`src/rtl/cbt_pkg.sv`:
```
package cbt_pkg;

  // Field widths
  localparam int CLOCK_W    = 30;
  localparam int BAUD_W     = 20;
  localparam int SP_W       = 10;
  localparam int PRESC_W    = 27;
  localparam int SEG1_W     = 4;
  localparam int SEG2_W     = 2;
  localparam int QUANTA_W   = 5;
  localparam int PADDR_W    = 3;
  localparam int PDATA_W    = 32;

  // Divider step counter covers one step per dividend bit
  localparam int DIV_CNT_W  = $clog2(CLOCK_W);

  // Timing constants
  localparam logic [CLOCK_W-1:0]  CLOCK_RESET     = CLOCK_W'(42000000);
  localparam logic [QUANTA_W-1:0] QUANTA_MAX      = QUANTA_W'(18);
  localparam logic [QUANTA_W-1:0] QUANTA_FALLBACK = QUANTA_W'(9);
  localparam int                  SEG2_DIVISOR    = 7;
  // Smallest quanta count where (q + 1) / 7 reaches 2
  localparam logic [QUANTA_W-1:0] SEG2_STEP_Q     = QUANTA_W'(2 * SEG2_DIVISOR - 1);

  // Register index of clock_hz
  localparam logic REG_CLOCK_HZ = 1'b0;

  typedef enum logic [1:0] {
    STATUS_OK       = 2'd0,
    STATUS_BAD_RATE = 2'd1,
    STATUS_SP_EARLY = 2'd2
  } status_t;

  typedef enum logic [2:0] {
    ST_IDLE,
    ST_CLK_START,
    ST_CLK_WAIT,
    ST_Q_START,
    ST_Q_WAIT,
    ST_FINISH
  } state_t;

  // Phase segment 2 length: (q + 1) / 7 for q in 9..18
  function automatic logic [SEG2_W-1:0] seg2_of(input logic [QUANTA_W-1:0] q);
    seg2_of = (q >= SEG2_STEP_Q) ? SEG2_W'(2) : SEG2_W'(1);
  endfunction

  // Achieved sample point in permille: 1000 * (q - seg2) / q
  function automatic logic [SP_W-1:0] sample_point_of(input logic [QUANTA_W-1:0] q);
    unique case (q)
      5'd18:   sample_point_of = SP_W'(888);
      5'd17:   sample_point_of = SP_W'(882);
      5'd16:   sample_point_of = SP_W'(875);
      5'd15:   sample_point_of = SP_W'(866);
      5'd14:   sample_point_of = SP_W'(857);
      5'd13:   sample_point_of = SP_W'(846);
      5'd12:   sample_point_of = SP_W'(916);
      5'd11:   sample_point_of = SP_W'(909);
      5'd10:   sample_point_of = SP_W'(900);
      5'd9:    sample_point_of = SP_W'(888);
      default: sample_point_of = SP_W'(0);
    endcase
  endfunction

endpackage

```
`src/rtl/cbt_req_if.sv`:
```
interface cbt_req_if import cbt_pkg::*; ();
  logic              valid;
  logic              ready;
  logic [BAUD_W-1:0] baud_rate;
  logic [SP_W-1:0]   sample_point_permille;

  modport source (output valid, output baud_rate, output sample_point_permille, input ready);
  modport sink   (input valid, input baud_rate, input sample_point_permille, output ready);
endinterface

```
`src/rtl/cbt_res_if.sv`:
```
interface cbt_res_if import cbt_pkg::*; ();
  logic               valid;
  logic               ready;
  status_t            status;
  logic [PRESC_W-1:0] prescaler;
  logic [SEG1_W-1:0]  segment_one;
  logic [SEG2_W-1:0]  segment_two;

  modport source (output valid, output status, output prescaler, output segment_one,
                  output segment_two, input ready);
  modport sink   (input valid, input status, input prescaler, input segment_one,
                  input segment_two, output ready);
endinterface

```
`src/rtl/can_bit_timing_calculator.sv`:
```
// CAN bit timing calculator.
// Configuration: APB-style port, one register clock_hz (byte address 0),
// written with a setup and an access cycle; pready is always high.
// Request channel (req): baud_rate and sample_point_permille, taken when
// valid and ready are high. One request is worked on at a time.
// Result channel (res): status, prescaler, segment_one, segment_two; one
// result for each request.
// Divisions: every division runs on one shared bit-serial divider
// (start, 30 steps, done). A request needs one division for clock/baud
// and, if that leaves no remainder, one per quanta count tried, 18 down
// to 9, until one divides the bit exactly or 9 is reached. A zero baud
// rate skips all divisions. The sequencer returns to idle as the result
// is registered and takes the next request from there.
// A finished result sits in an output register; the next request is taken
// while it waits. If the receiver stalls, the following result waits in
// the finish state and no new request is taken until the register frees.
// Reset: clock_hz returns to 42000000, the sequencer goes idle and any
// pending result is dropped.
module can_bit_timing_calculator import cbt_pkg::*; (
  input  logic               clk,
  input  logic               rst,
  cbt_req_if.sink            req,
  cbt_res_if.source          res,
  input  logic               psel,
  input  logic               penable,
  input  logic               pwrite,
  input  logic [PADDR_W-1:0] paddr,
  input  logic [PDATA_W-1:0] pwdata,
  output logic [PDATA_W-1:0] prdata,
  output logic               pready
);

  state_t state, state_next;

  logic [CLOCK_W-1:0]  clock_hz;
  logic [BAUD_W-1:0]   baud;
  logic [SP_W-1:0]     sp;
  logic [CLOCK_W-1:0]  ticks;
  logic [QUANTA_W-1:0] q;
  status_t             status_w;
  logic [PRESC_W-1:0]  presc_w;
  logic [SEG1_W-1:0]   seg1_w;
  logic [SEG2_W-1:0]   seg2_w;

  logic                div_start;
  logic [CLOCK_W-1:0]  div_dividend;
  logic [BAUD_W-1:0]   div_divisor;
  logic                div_busy;
  logic                div_done;
  logic [CLOCK_W-1:0]  div_quo;
  logic [BAUD_W-1:0]   div_rem;

  logic                req_take;
  logic                res_free;
  logic                q_hit;
  logic [SEG2_W-1:0]   seg2_q;
  logic [QUANTA_W-1:0] seg1_q;

  // Configuration register
  assign pready = 1'b1;
  assign prdata = (paddr[2] == REG_CLOCK_HZ) ? PDATA_W'(clock_hz) : '0;

  always_ff @(posedge clk) begin
    if (rst) begin
      clock_hz <= CLOCK_RESET;
    end else if (psel && penable && pwrite && paddr[2] == REG_CLOCK_HZ) begin
      clock_hz <= pwdata[CLOCK_W-1:0];
    end
  end

  // Shared divider
  assign div_dividend = (state == ST_CLK_START) ? clock_hz : ticks;
  assign div_divisor  = (state == ST_CLK_START) ? baud : BAUD_W'(q);

  cbt_div u_div (
    .clk       (clk),
    .rst       (rst),
    .start     (div_start),
    .dividend  (div_dividend),
    .divisor   (div_divisor),
    .busy      (div_busy),
    .done      (div_done),
    .quotient  (div_quo),
    .remainder (div_rem)
  );

  // Handshake terms
  assign req.ready = (state == ST_IDLE);
  assign req_take  = req.valid && req.ready;
  assign res_free  = !res.valid || res.ready;
  assign q_hit     = (div_rem == '0) || (q == QUANTA_FALLBACK);
  assign seg2_q    = seg2_of(q);
  assign seg1_q    = q - QUANTA_W'(1) - QUANTA_W'(seg2_q);

  // Sequencer state register
  always_ff @(posedge clk) begin
    if (rst) begin
      state <= ST_IDLE;
    end else begin
      state <= state_next;
    end
  end

  // Next state and divider start
  always_comb begin
    state_next = state;
    div_start  = 1'b0;
    unique case (state)
      ST_IDLE: begin
        if (req_take) begin
          state_next = (req.baud_rate == '0) ? ST_FINISH : ST_CLK_START;
        end
      end
      ST_CLK_START: begin
        div_start  = 1'b1;
        state_next = ST_CLK_WAIT;
      end
      ST_CLK_WAIT: begin
        if (div_done) begin
          state_next = (div_rem == '0) ? ST_Q_START : ST_FINISH;
        end
      end
      ST_Q_START: begin
        div_start  = 1'b1;
        state_next = ST_Q_WAIT;
      end
      ST_Q_WAIT: begin
        if (div_done) begin
          state_next = q_hit ? ST_FINISH : ST_Q_START;
        end
      end
      ST_FINISH: begin
        if (res_free) begin
          state_next = ST_IDLE;
        end
      end
      default: state_next = ST_IDLE;
    endcase
  end

  // Working registers
  always_ff @(posedge clk) begin
    unique case (state)
      ST_IDLE: begin
        if (req_take) begin
          baud     <= req.baud_rate;
          sp       <= req.sample_point_permille;
          status_w <= STATUS_BAD_RATE;
          presc_w  <= '0;
          seg1_w   <= '0;
          seg2_w   <= '0;
        end
      end
      ST_CLK_WAIT: begin
        if (div_done) begin
          ticks <= div_quo;
          q     <= QUANTA_MAX;
        end
      end
      ST_Q_WAIT: begin
        if (div_done) begin
          if (q_hit) begin
            if (sample_point_of(q) < sp) begin
              status_w <= STATUS_SP_EARLY;
            end else begin
              status_w <= STATUS_OK;
              presc_w  <= div_quo[PRESC_W-1:0];
              seg1_w   <= seg1_q[SEG1_W-1:0];
              seg2_w   <= seg2_q;
            end
          end else begin
            q <= q - QUANTA_W'(1);
          end
        end
      end
      default: ;
    endcase
  end

  // Output register
  always_ff @(posedge clk) begin
    if (rst) begin
      res.valid <= 1'b0;
    end else if (state == ST_FINISH && res_free) begin
      res.valid <= 1'b1;
    end else if (res.ready) begin
      res.valid <= 1'b0;
    end
  end

  always_ff @(posedge clk) begin
    if (state == ST_FINISH && res_free) begin
      res.status      <= status_w;
      res.prescaler   <= presc_w;
      res.segment_one <= seg1_w;
      res.segment_two <= seg2_w;
    end
  end

  // Checks
  a_div_idle_on_take: assert property (@(posedge clk) disable iff (rst)
    req_take |-> !div_busy)
    else $error("request taken while divider busy");

  a_done_in_wait: assert property (@(posedge clk) disable iff (rst)
    div_done |-> (state == ST_CLK_WAIT || state == ST_Q_WAIT))
    else $error("divider finished outside a wait state");

  a_fail_zero: assert property (@(posedge clk) disable iff (rst)
    (res.valid && res.status != STATUS_OK) |->
      (res.prescaler == '0 && res.segment_one == '0 && res.segment_two == '0))
    else $error("failure result carries nonzero timing");

  a_ok_segments: assert property (@(posedge clk) disable iff (rst)
    (res.valid && res.status == STATUS_OK) |->
      ((res.segment_two == SEG2_W'(1) && res.segment_one >= SEG1_W'(7) &&
        res.segment_one <= SEG1_W'(10)) ||
       (res.segment_two == SEG2_W'(2) && res.segment_one >= SEG1_W'(10) &&
        res.segment_one <= SEG1_W'(15))))
    else $error("segment lengths out of range");

endmodule

```
`src/rtl/cbt_div.sv`:
```
// Restoring divider, one quotient bit per cycle
module cbt_div import cbt_pkg::*; (
  input  logic               clk,
  input  logic               rst,
  input  logic               start,
  input  logic [CLOCK_W-1:0] dividend,
  input  logic [BAUD_W-1:0]  divisor,
  output logic               busy,
  output logic               done,
  output logic [CLOCK_W-1:0] quotient,
  output logic [BAUD_W-1:0]  remainder
);

  logic [DIV_CNT_W-1:0] cnt;
  logic [BAUD_W-1:0]    dsr;
  logic [BAUD_W:0]      shifted;
  logic                 fits;

  // Trial subtract of the next partial remainder
  assign shifted = {remainder, quotient[CLOCK_W-1]};
  assign fits    = shifted >= {1'b0, dsr};

  // Control
  always_ff @(posedge clk) begin
    if (rst) begin
      busy <= 1'b0;
      done <= 1'b0;
      cnt  <= '0;
    end else begin
      done <= 1'b0;
      if (start) begin
        busy <= 1'b1;
        cnt  <= DIV_CNT_W'(CLOCK_W - 1);
      end else if (busy) begin
        cnt <= cnt - DIV_CNT_W'(1);
        if (cnt == '0) begin
          busy <= 1'b0;
          done <= 1'b1;
        end
      end
    end
  end

  // Datapath: quotient bits shift in as dividend bits shift out
  always_ff @(posedge clk) begin
    if (start) begin
      remainder <= '0;
      quotient  <= dividend;
      dsr       <= divisor;
    end else if (busy) begin
      remainder <= fits ? BAUD_W'(shifted - {1'b0, dsr}) : shifted[BAUD_W-1:0];
      quotient  <= {quotient[CLOCK_W-2:0], fits};
    end
  end

endmodule

```
`src/flat_wrapper.sv`:
```
// flat-port wrapper written by rule: the top's interface ports become plain ports
module can_bit_timing_calculator_flat import cbt_pkg::*;
  (clk, rst, psel, penable, pwrite, paddr, pwdata, prdata, pready, req_valid, req_baud_rate, req_sample_point_permille, req_ready, res_valid, res_status, res_prescaler, res_segment_one, res_segment_two, res_ready);
  cbt_req_if req_i ();
  cbt_res_if res_i ();
  input  logic clk;
  input  logic rst;
  input  logic psel;
  input  logic penable;
  input  logic pwrite;
  input  logic [PADDR_W-1:0] paddr;
  input  logic [PDATA_W-1:0] pwdata;
  output logic [PDATA_W-1:0] prdata;
  output logic pready;
  input wire logic [$bits(req_i.valid)-1:0] req_valid;
  input wire logic [$bits(req_i.baud_rate)-1:0] req_baud_rate;
  input wire logic [$bits(req_i.sample_point_permille)-1:0] req_sample_point_permille;
  output wire logic [$bits(req_i.ready)-1:0] req_ready;
  output wire logic [$bits(res_i.valid)-1:0] res_valid;
  output wire logic [$bits(res_i.status)-1:0] res_status;
  output wire logic [$bits(res_i.prescaler)-1:0] res_prescaler;
  output wire logic [$bits(res_i.segment_one)-1:0] res_segment_one;
  output wire logic [$bits(res_i.segment_two)-1:0] res_segment_two;
  input wire logic [$bits(res_i.ready)-1:0] res_ready;
  assign req_i.valid = req_valid;
  assign req_i.baud_rate = req_baud_rate;
  assign req_i.sample_point_permille = req_sample_point_permille;
  assign req_ready = req_i.ready;
  assign res_valid = res_i.valid;
  assign res_status = res_i.status;
  assign res_prescaler = res_i.prescaler;
  assign res_segment_one = res_i.segment_one;
  assign res_segment_two = res_i.segment_two;
  assign res_i.ready = res_ready;
  can_bit_timing_calculator u_core (.clk(clk), .rst(rst), .req(req_i), .res(res_i), .psel(psel), .penable(penable), .pwrite(pwrite), .paddr(paddr), .pwdata(pwdata), .prdata(prdata), .pready(pready));
endmodule
```
`config.mk`:
```
export PLATFORM = sky130hd
export DESIGN_NAME = can_bit_timing_calculator_flat
export DESIGN_NICKNAME = d
export VERILOG_FILES = /design/src/rtl/cbt_pkg.sv /design/src/rtl/cbt_req_if.sv /design/src/rtl/cbt_res_if.sv /design/src/rtl/can_bit_timing_calculator.sv /design/src/rtl/cbt_div.sv /design/src/flat_wrapper.sv
export SDC_FILE = /design/constraint.sdc
export NUM_CORES = 1
export LEC_CHECK = 0
export BUFFER_PORTS_ARGS = -buffer_cell sky130_fd_sc_hd__buf_2
export CORE_MARGIN = 1.5
export CORE_UTILIZATION = 35
export DETAILED_ROUTE_END_ITERATION = 10
export MAX_ROUTING_LAYER = met4
export PLACE_DENSITY_LB_ADDON = 0.05
export SKIP_CTS_REPAIR_TIMING = 1
export SLEW_MARGIN = 0
export SYNTH_ARGS = -nofsm -noshare
export SYNTH_HDL_FRONTEND = slang
export SYNTH_SLANG_ARGS = --single-unit
export TNS_END_PERCENT = 1
```
`constraint.sdc`:
```
create_clock -name clk -period 4.04 [get_ports clk]
set_input_delay 1.01 -clock clk [delete_from_list [all_inputs] [get_ports clk]]
set_output_delay 1.01 -clock clk [all_outputs]
set_load 0.03 [all_outputs]
```
==> results of run 1 <==
synth_stat cells, types with 8 or more instances:
cell type	instances
dfxtp_1	70
nand3b_1	10
mux2i_1	46
nor2_1	33
o21ai_0	63
inv_1	48
ha_1	42
nor2b_1	38
xnor2_1	16
nor4_1	11
edfxtp_1	185
a21oi_1	69
nand4_1	9
and2_1	21
nor3_1	10
xor2_1	8
clkbuf_1	45
nand2_1	120
and3_1	32
metrics by stage:
step | cells | area [sq um] | hold WS, ps | power (W)
after floorplan | 983 | 11430 | 400.3 | 0.004594
after global placement | 1518 | 12560 | 400.4 | 0.004980
after detailed placement | 1518 | 12560 | 404.5 | 0.004983
after CTS | 1570 | 13510 | 418.1 | 0.007678
after global routing | 1570 | 13510 | 420.4 | 0.007997
final | 1570 | 13510 | 416.4 | 0.007570
flip-flops by register name (all words and copies together) (netlist names), 4 cells and up, named ones only:
| signal | flops |
|---|---|
| u_core.presc_w | 27 |
| u_core.u_div.quotient | 30 |
| u_core.ticks | 30 |
| u_core.res.segment_one | 4 |
| u_core.sp | 10 |
| u_core.baud | 20 |
| u_core.clock_hz | 30 |
| u_core.u_div.cnt | 5 |
| u_core.u_div.dsr | 20 |
| u_core.u_div.remainder | 20 |
| u_core.q | 5 |
| u_core.res.prescaler | 27 |
| u_core.seg1_w | 4 |
final cells by class:
type                    instances  area [sq um]
flip-flops and latches        255          6958
clock buffers                  36         752.0
repair buffers                152         805.8
multi-input cells             626          4065
clock inverters                16         201.4
well taps                     435         544.3
inverters                      50         187.7
fillers                      3088         18370
path summary, 6_finish.rpt:
path	startpoint	endpoint	slack (ps)	cells past startpoint
min reg2reg	u_core.presc_w[0]$_SDFFCE_PP0P_	u_core.res.prescaler[0]$_DFFE_PP_	420	0
min	u_core.presc_w[0]$_SDFFCE_PP0P_	u_core.res.prescaler[0]$_DFFE_PP_	420	0
max reg2reg	u_core.u_div.remainder[0]$_SDFFE_PN0P_	flip-flop	860	10
max	u_core.u_div.remainder[0]$_SDFFE_PN0P_	flip-flop	860	10
worst max-delay path, delay by kind of cell (launching register included):
kind	cells	cell delay, ps
and+or+nand+nor	3	1000
DFF	1	320
buffers and inverters	2	330
AOI/OAI and AO/OA	4	1070
adders and majority gates	1	350
cells by family (layout without fill, tap and decap cells):
| group | after synthesis | count (layout) | synth area share [%] |
|---|---|---|---|
| AOI/OAI and AO/OA | 188 | 188 | 9.736 |
| xor gates and xnor gates | 24 | 24 | 1.840 |
| adders and majority gates | 44 | 44 | 4.950 |
| buffers and inverters | 102 | 254 | 3.669 |
| DFF | 255 | 255 | 60.89 |
| muxes | 51 | 51 | 4.523 |
| other | 2 | 3 | 0.06573 |
| and+or+nand+nor | 316 | 316 | 14.32 |
power breakdown:
part           total [W]  switching, W  leakage (nW)  internal (W)
Clock            0.00266       0.00103         0.457       0.00163
Combinational    0.00163      0.000944          2.62      0.000687
Sequential       0.00328      0.000173          2.32       0.00311
Total            0.00757       0.00215          5.40       0.00542
routing by layer:
metal	routed length [microns]	share of wire [%]	up-vias
li1	-	-	3793
met2	12250	46	136
met5	0	0	-
met3	924	3.5	31
met1	12910	49	3687
met4	426	1.6	0
==> run summary, run 1 <==
Nets@finish - 1230
Pre-CTS WS - 880.4 ps
1st-iter DRT viols - 461
Most frequent cells in the layout - edfxtp_1, buf_2, nand2_1, a21oi_1, dfxtp_1
Vias in the first global route - 7319
Total grt overflow - 0
Top-Level Pins - 142
Wire per inst - 16.88 microns
Drt first pass iters - 5
Critical Path Start Type - flip-flop
HP Class - reg -> reg
Worst Tran Pin Value - 892.2 ps
Vias post-DR - 7647
Die W - 183.7 microns
Ant diodes - 0
Min cycle time layout - 3183 ps
CTS tree - done
CTS H-tree lvls - 1
Area of the die - 33730 sq um
Gr busiest metal - met2
Setup ws final - 857.4 ps
Initial core utilization - 35.84%
GP Congestion - 0.7839
CP max stage cell - o22ai_1
Worst vdd ir - 0.2964 mV
Die height - 183.7 microns
Core area - 31880 sq um
Max FO, Critical Path - 8
Met3 Use GR - 2.219%
Max Clock Skew - 10.96 ps
Mean post-synth cell area - 11.63 sq um
Post-synthesis cell area - 11420 sq um
CP arrival - 3600 ps
First-pass GRT wire length - 41130 microns
CTS Buf Count - 29
Dominant cell type by area after synthesis - edfxtp_1
Slew Limit Fails - 0
Clk_lat worst skew - 530 ps
Final Hold Fails - 0
Final Util - 42.39%
Top achievable clock speed - 314.2 MHz
Post-synthesis cell type count - 68
Clock root buffer - clkbuf_16
Top cells by area, synth - edfxtp_1, dfxtp_1, ha_1
Endpoint type of the worst setup path - flip-flop
Crit Path Class - reg -> reg
Number of enable flip-flop cells after synthesis - 185
Clk sink count - 255
Initial antenna violation count - 0
Seq/Total Area, Yosys - 60.89%
Crit path cell chain - or4_1 > nor2_1 > a21oi_2 > inv_1 > a21oi_1 > o22ai_1 > inv_1 > ha_1 > and3_1 > a211o_1
Site row count - 65
RSZ-0062 raised after global routing - no
Routed WL - 26510 microns
DRT antenna net count - 0
Remaining DRCs - 0
Final setup viols - 0
Post-synthesis register bit count - 255
PortBufs - 134
Crit-path most repeated cell - inv_1
Slew HR - 40.52%
WP data required - 4450 ps
Power density cells - 560.2 nW/um^2
Synth warn - 0
Synth-to-Final Area Change - 18.29%
DP Wirelength - 17170 microns
GR Util met2 - 25.44%
Ys flop type - edfxtp_1
Post-Synthesis Cells - 982
Clock Path Buffers - 3
Clock-pin slew on the worst setup and hold paths - 60 ps
Crit path largest cell delay - 560 ps
Final TNS setup - 0 ps
Lkg Pwr - 5.395 nW
Most common cell after layout, fill and taps aside - edfxtp_1
DR vias/cell - 4.871
Async set-reset flop share out of synthesis - 0%
Max-cap violations - 0
Tcrit/Tclk final - 78.78%
Status - finished clean
Tot GR Track Use - 16.14%
GR Util met1 - 22.19%
Share of cells above drive strength 1 - 18.77%
Largest net degree at the start of global routing - 43
Synth top area share - 48.63%
Power figures use the tool's default switching activity.
==> run 2, diff against run 1 <==
==> constraint.sdc (replaced) <==
create_clock -name clk -period 3.3 [get_ports clk]
set_input_delay 0.825 -clock clk [delete_from_list [all_inputs] [get_ports clk]]
set_output_delay 0.825 -clock clk [all_outputs]
set_load 0.03 [all_outputs]
==> run summary, run 2 (same netlist as run 1, synthesis figures left out) <==
Min-delay src - u_core.presc_w[9]$_SDFFCE_PP0P_
Routed WL - 26300 microns
Post-Layout Cell Count - 1577
Share of cells above drive strength 1 - 19.88%
Hold path endpoint - u_core.res.prescaler[9]$_DFFE_PP_
Remaining DRCs - 0
Wire per inst - 16.68 microns
Final Hold Fails - 0
DR vias/cell - 4.812
Ant diodes - 0
DRT antenna net count - 0
Most common cell after layout, fill and taps aside - edfxtp_1
Critical Path Start Type - flip-flop
Met3 WL post-DR - 846 microns
Crit path largest cell delay - 410 ps
Worst Tran Pin Value - 861.5 ps
Max Clock Skew - 16.92 ps
Final TNS setup - 0 ps
PortBufs - 134
RR Startpoint - u_core.u_div.dsr[1]$_DFFE_PN_
Clock share of power - 34.9%
Worst reg2reg setup slack - 340 ps
Clk_lat worst skew - 550 ps
Area of the die - 33730 sq um
Register Area - 6958 sq um
Nets@finish - 1237
Top achievable clock speed - 338.4 MHz
Core area - 31880 sq um
Most frequent cells in the layout - edfxtp_1, buf_2, nand2_1, a21oi_1, dfxtp_1
1st-iter DRT viols - 334
CP max stage cell - edfxtp_1
DP Wirelength - 17140 microns
Sw Ratio - 28.49%
Endpoint type of the worst setup path - flip-flop
CTS Buf Count - 29
Placed cell count - 1525
Total grt overflow - 0
GP Congestion - 0.7956
Die height - 183.7 microns
Power density cells - 683.1 nW/um^2
CP Buf/Inv Count - 2
WP data required - 3700 ps
Crit path max-delay family - compound AO/OA/AOI/OAI gates
Hold path cells - 0
Tcrit/Tclk final - 89.56%
Status - finished clean
CTS H-tree lvls - 1
Filler cells - 3117
CP arrival - 3360 ps
Register share of total power - 43.2%
Final setup viols - 0
Vias post-DR - 7589
Crit Path Class - reg -> reg
Slew Limit Fails - 0
Crit path cell chain - inv_1 > ha_1 > nor2b_4 > o31a_1 > or3_1 > a21oi_2 > o221a_4 > o31a_4 > buf_4 > mux2i_1 > a21oi_1
Die W - 183.7 microns
Max FO, Critical Path - 15
First-pass GRT wire length - 41480 microns
Clock Path Buffers - 3
Max-cap violations - 0
Worst vdd ir - 0.4982 mV
HP Class - reg -> reg
Multi-input gate area - 4065 sq um
RSZ-0062 raised after global routing - no
Synth-to-Final Area Change - 19.01%
Reg-to-Reg End - u_core.u_div.remainder[18]$_SDFFE_PN0P_
Top-Level Pins - 142
Initial core utilization - 35.84%
Drt first pass iters - 4
Slew HR - 42.57%
Met2 Wirelength - 12160 microns
Cells on worst reg2reg path - 11
CTS tree - done
Lkg Pwr - 5.446 nW
Largest registers - u_core.clock_hz x30, u_core.ticks x30, u_core.u_div.quotient x30
P_sw - 0.002646 W
Worst Setup SP - u_core.u_div.dsr[1]$_DFFE_PN_
Tot GR Track Use - 16.13%
Top Metal Used - met4
Clock-pin slew on the worst setup and hold paths - 60 ps
Pint - 0.006641 W
Largest net degree at the start of global routing - 57
Clock root buffer - clkbuf_16
Pre-CTS WS - 339.0 ps
Min cycle time layout - 2955 ps
Initial antenna violation count - 0
Setup ws final - 344.6 ps
Vias in the first global route - 7497
Part of the power in combinational logic - 21.9%
Routed metal-1 wirelength - 12780 microns
Clk sink count - 255
Site row count - 65
run 2: cell count changes in the layout (fill, tap and decap cells not counted), moves of 2 or more:
cell	before	now
clkbuf_1	7	4
buf_4	18	24
clkinv_1	8	4
bufinv_16	5	3
clkbuf_8	0	6
run 2: stage by stage:
step                instance area, sq um  power, W  utilization [%]  hold slack [ps]
finish                             13600  0.009288            42.65            417.1
CTS                                13600  0.009415            42.65            415.1
global placement                   12630  0.006121            39.60            401.1
floorplan                          11430  0.005624                -            400.3
detailed placement                 12630  0.006126            39.60            404.5
global route                       13600  0.009797            42.65            423.2
run 2: power groups by stage:
| stage | sequential (W) | clock, W | combinational, W |
|---|---|---|---|
| after detailed placement | 0.00408 | 0 | 0.00205 |
| after floorplan | 0.00401 | 0 | 0.00162 |
| after global routing | 0.00405 | 0.00347 | 0.00228 |
| after CTS | 0.00401 | 0.00334 | 0.00206 |
| final | 0.00401 | 0.00324 | 0.00203 |
| after global placement | 0.00408 | 0 | 0.00204 |
run 2: worst reg2reg max path, stage by stage, from the launching register on:
cell and delay (ps):
edfxtp_1 410, inv_1 80, ha_1 230, nor2b_4 130, o31a_1 270, or3_1 340, a21oi_2 250, o221a_4 270
o31a_4 310, buf_4 250, mux2i_1 200, a21oi_1 80
run 2: per-layer routing:
layer  vias to the layer above  GRT usage [%]
li1                       3802              -
met1                      3628          21.87
met2                       122          25.83
met3                        37          2.100
met4                         0          3.574
met5                         -              -
run 2: how the worst max path moves through the flow:
| stage | end | slack (ps) | cells after the start |
|---|---|---|---|
| 5_1_grt | flip-flop | 130 | 10 |
| 4_1_cts | u_core.u_div.remainder[18]$_SDFFE_PN0P_ | 320 | 11 |
| 3_5_place_dp | u_core.u_div.remainder[18]$_SDFFE_PN0P_ | 340 | 11 |
| 3_3_place_gp | u_core.u_div.remainder[18]$_SDFFE_PN0P_ | 360 | 11 |
| 2_1_floorplan | u_core.presc_w[0]$_SDFFCE_PP0P_ | 480 | 7 |
| 6_report | u_core.u_div.remainder[18]$_SDFFE_PN0P_ | 340 | 11 |
run 2: area by class of cell:
type	instances	area share (%)
Inverter	50	1.380
Sequential cell	255	51.17
Timing Repair Buffer	159	6.405
Clock inverter	13	1.086
Tap cell	435	4.003
Clock buffer	39	6.055
Multi-Input combinational cell	626	29.90
==> run 3, diff against run 2 <==
--- a/config.mk
+++ b/config.mk
@@ -7,10 +7,11 @@
 export LEC_CHECK = 0
 export BUFFER_PORTS_ARGS = -buffer_cell sky130_fd_sc_hd__buf_2
 export CORE_MARGIN = 1.5
-export CORE_UTILIZATION = 35
+export CORE_UTILIZATION = 30
 export DETAILED_ROUTE_END_ITERATION = 10
 export MAX_ROUTING_LAYER = met4
 export PLACE_DENSITY_LB_ADDON = 0.05
+export RECOVER_POWER = 100
 export SKIP_CTS_REPAIR_TIMING = 1
 export SLEW_MARGIN = 0
 export SYNTH_ARGS = -nofsm -noshare
==> run summary, run 3 (same netlist as run 1, synthesis figures left out) <==
Initial core utilization - 30.40%
Total grt overflow - 0
Routed WL - 27780 microns
Endpoint type of the worst setup path - flip-flop
Clock Path Buffers - 3
DP Wirelength - 18390 microns
Sw Ratio - 29.30%
Site row count - 71
Die height - 198.1 microns
Clock share of power - 35.1%
Vias post-DR - 7617
Max Clock Skew - 15.44 ps
Core area - 37580 sq um
Slew Limit Fails - 31
Share of cells above drive strength 1 - 11.33%
Max-cap violations - 1
Filler cells - 3813
Lkg Pwr - 5.139 nW
Die W - 198.1 microns
Part of the power in combinational logic - 21.6%
Area of placed instances - 12740 sq um
Top-Level Pins - 142
Most common cell after layout, fill and taps aside - edfxtp_1
DRT antenna net count - 0
CP arrival - 3490 ps
Synth-to-Final Area Change - 18.53%
DR vias/cell - 4.594
Top achievable clock speed - 324.8 MHz
Register share of total power - 43.3%
Ant diodes - 0
Worst Tran Pin Value - 1629 ps
Tot GR Track Use - 14.72%
Crit Path Class - reg -> reg
Tcrit/Tclk final - 93.30%
Register Area - 6957 sq um
Slew HR - -8.609%
Hold slack - 414.8 ps
Wire per inst - 16.75 microns
CTS Buf Count - 30
Failing checks - max-capacitance violations, max-slew violations
GP Congestion - 0.7782
Largest net degree at the start of global routing - 57
Final TNS setup - 0 ps
CTS tree - done
Power density cells - 686.7 nW/um^2
Clock-pin slew on the worst setup and hold paths - 60 ps
Worst vdd ir - 0.3925 mV
Drt first pass iters - 4
HP Class - reg -> reg
Most frequent cells in the layout - edfxtp_1, nand2_1, clkbuf_1, a21oi_1, dfxtp_1
Area of the die - 39260 sq um
First-pass GRT wire length - 43380 microns
Min cycle time layout - 3079 ps
Initial antenna violation count - 0
Remaining DRCs - 0
Pint - 0.006574 W
Vias in the first global route - 7586
Cell area after layout - 13540 sq um
Largest registers - u_core.clock_hz x30, u_core.ticks x30, u_core.u_div.quotient x30
Clk sink count - 255
Final Hold Fails - 0
Multi-input gate area - 4041 sq um
CTS H-tree lvls - 1
Critical Path Start Type - flip-flop
1st-iter DRT viols - 322
P_sw - 0.002725 W
Clock root buffer - clkbuf_16
Total power - 0.009299 W
RSZ-0062 raised after global routing - no
Clk_lat worst skew - 560 ps
PortBufs - 134
Final setup viols - 0
Status - finished, violations left
Max FO, Critical Path - 20
Nets@finish - 1239
WP data required - 3710 ps
-- run 3: cell types whose count changed in the layout (fill, tap and decap cells not counted), sizes merged --
cell    delta
bufinv     -2
buf      -100
inv        -1
clkbuf   +103
clkinv     +5
-- run 3: cell type report --
| cell class | instances | share of cell area (%) |
|---|---|---|
| clock buffers | 41 | 6.440 |
| clock inverters | 15 | 0.8870 |
| inverters | 50 | 1.386 |
| multi-input cells | 626 | 29.84 |
| flip-flops and latches | 255 | 51.37 |
| well taps | 511 | 4.721 |
| repair buffers | 160 | 5.350 |
-- run 3: through the flow --
stage | std cells | setup WS [ps] | util, %
detailed placement | 1602 | 314.2 | 33.91
finish | 1658 | 221.1 | 36.04
global placement | 1602 | 326.9 | 33.91
floorplan | 983 | 477.2 | -
CTS | 1658 | 305.2 | 36.55
global route | 1658 | 40.19 | 36.04
-- run 3: worst paths after layout --
kind	from	to	slack [ps]	depth (start not counted)
setup / recovery	u_core.u_div.dsr[1]$_DFFE_PN_	u_core.u_div.remainder[8]$_SDFFE_PN0P_	220	11
hold / removal	u_core.presc_w[1]$_SDFFCE_PP0P_	u_core.res.prescaler[1]$_DFFE_PP_	410	0
setup reg to reg	u_core.u_div.dsr[1]$_DFFE_PN_	u_core.u_div.remainder[8]$_SDFFE_PN0P_	220	11
hold reg to reg	u_core.presc_w[1]$_SDFFCE_PP0P_	u_core.res.prescaler[1]$_DFFE_PP_	410	0
-- run 3: power by group through the flow --
stage / Sequential (W) / Clock (W) / Combinational, W
2_1_floorplan: 0.00401 / 0 / 0.00162
3_3_place_gp: 0.00409 / 0 / 0.00208
6_report: 0.00402 / 0.00326 / 0.00201
4_1_cts: 0.00402 / 0.00339 / 0.00209
3_5_place_dp: 0.00409 / 0 / 0.00207
5_1_grt: 0.00407 / 0.00352 / 0.00228
-- run 3: metal layers --
layer  share of wire (%)  track usage, %  wire length [microns]
met1                  48           20.02                  13410
met5                   0               -                      0
met3                 3.6           2.282                   1004
met4                 1.9           3.506                    526
met2                  46           23.03                  12840
-- run 3: worst max-delay path, cell delays in order (launching register included) --
cell and delay [ps]:
edfxtp_1 380, inv_1 60, ha_1 290, nor2b_1 150, o31a_1 280, or3_1 320, a21oi_1 330, o221a_4 300
o31a_4 360, buf_4 200, mux2i_1 190, a21oi_1 80
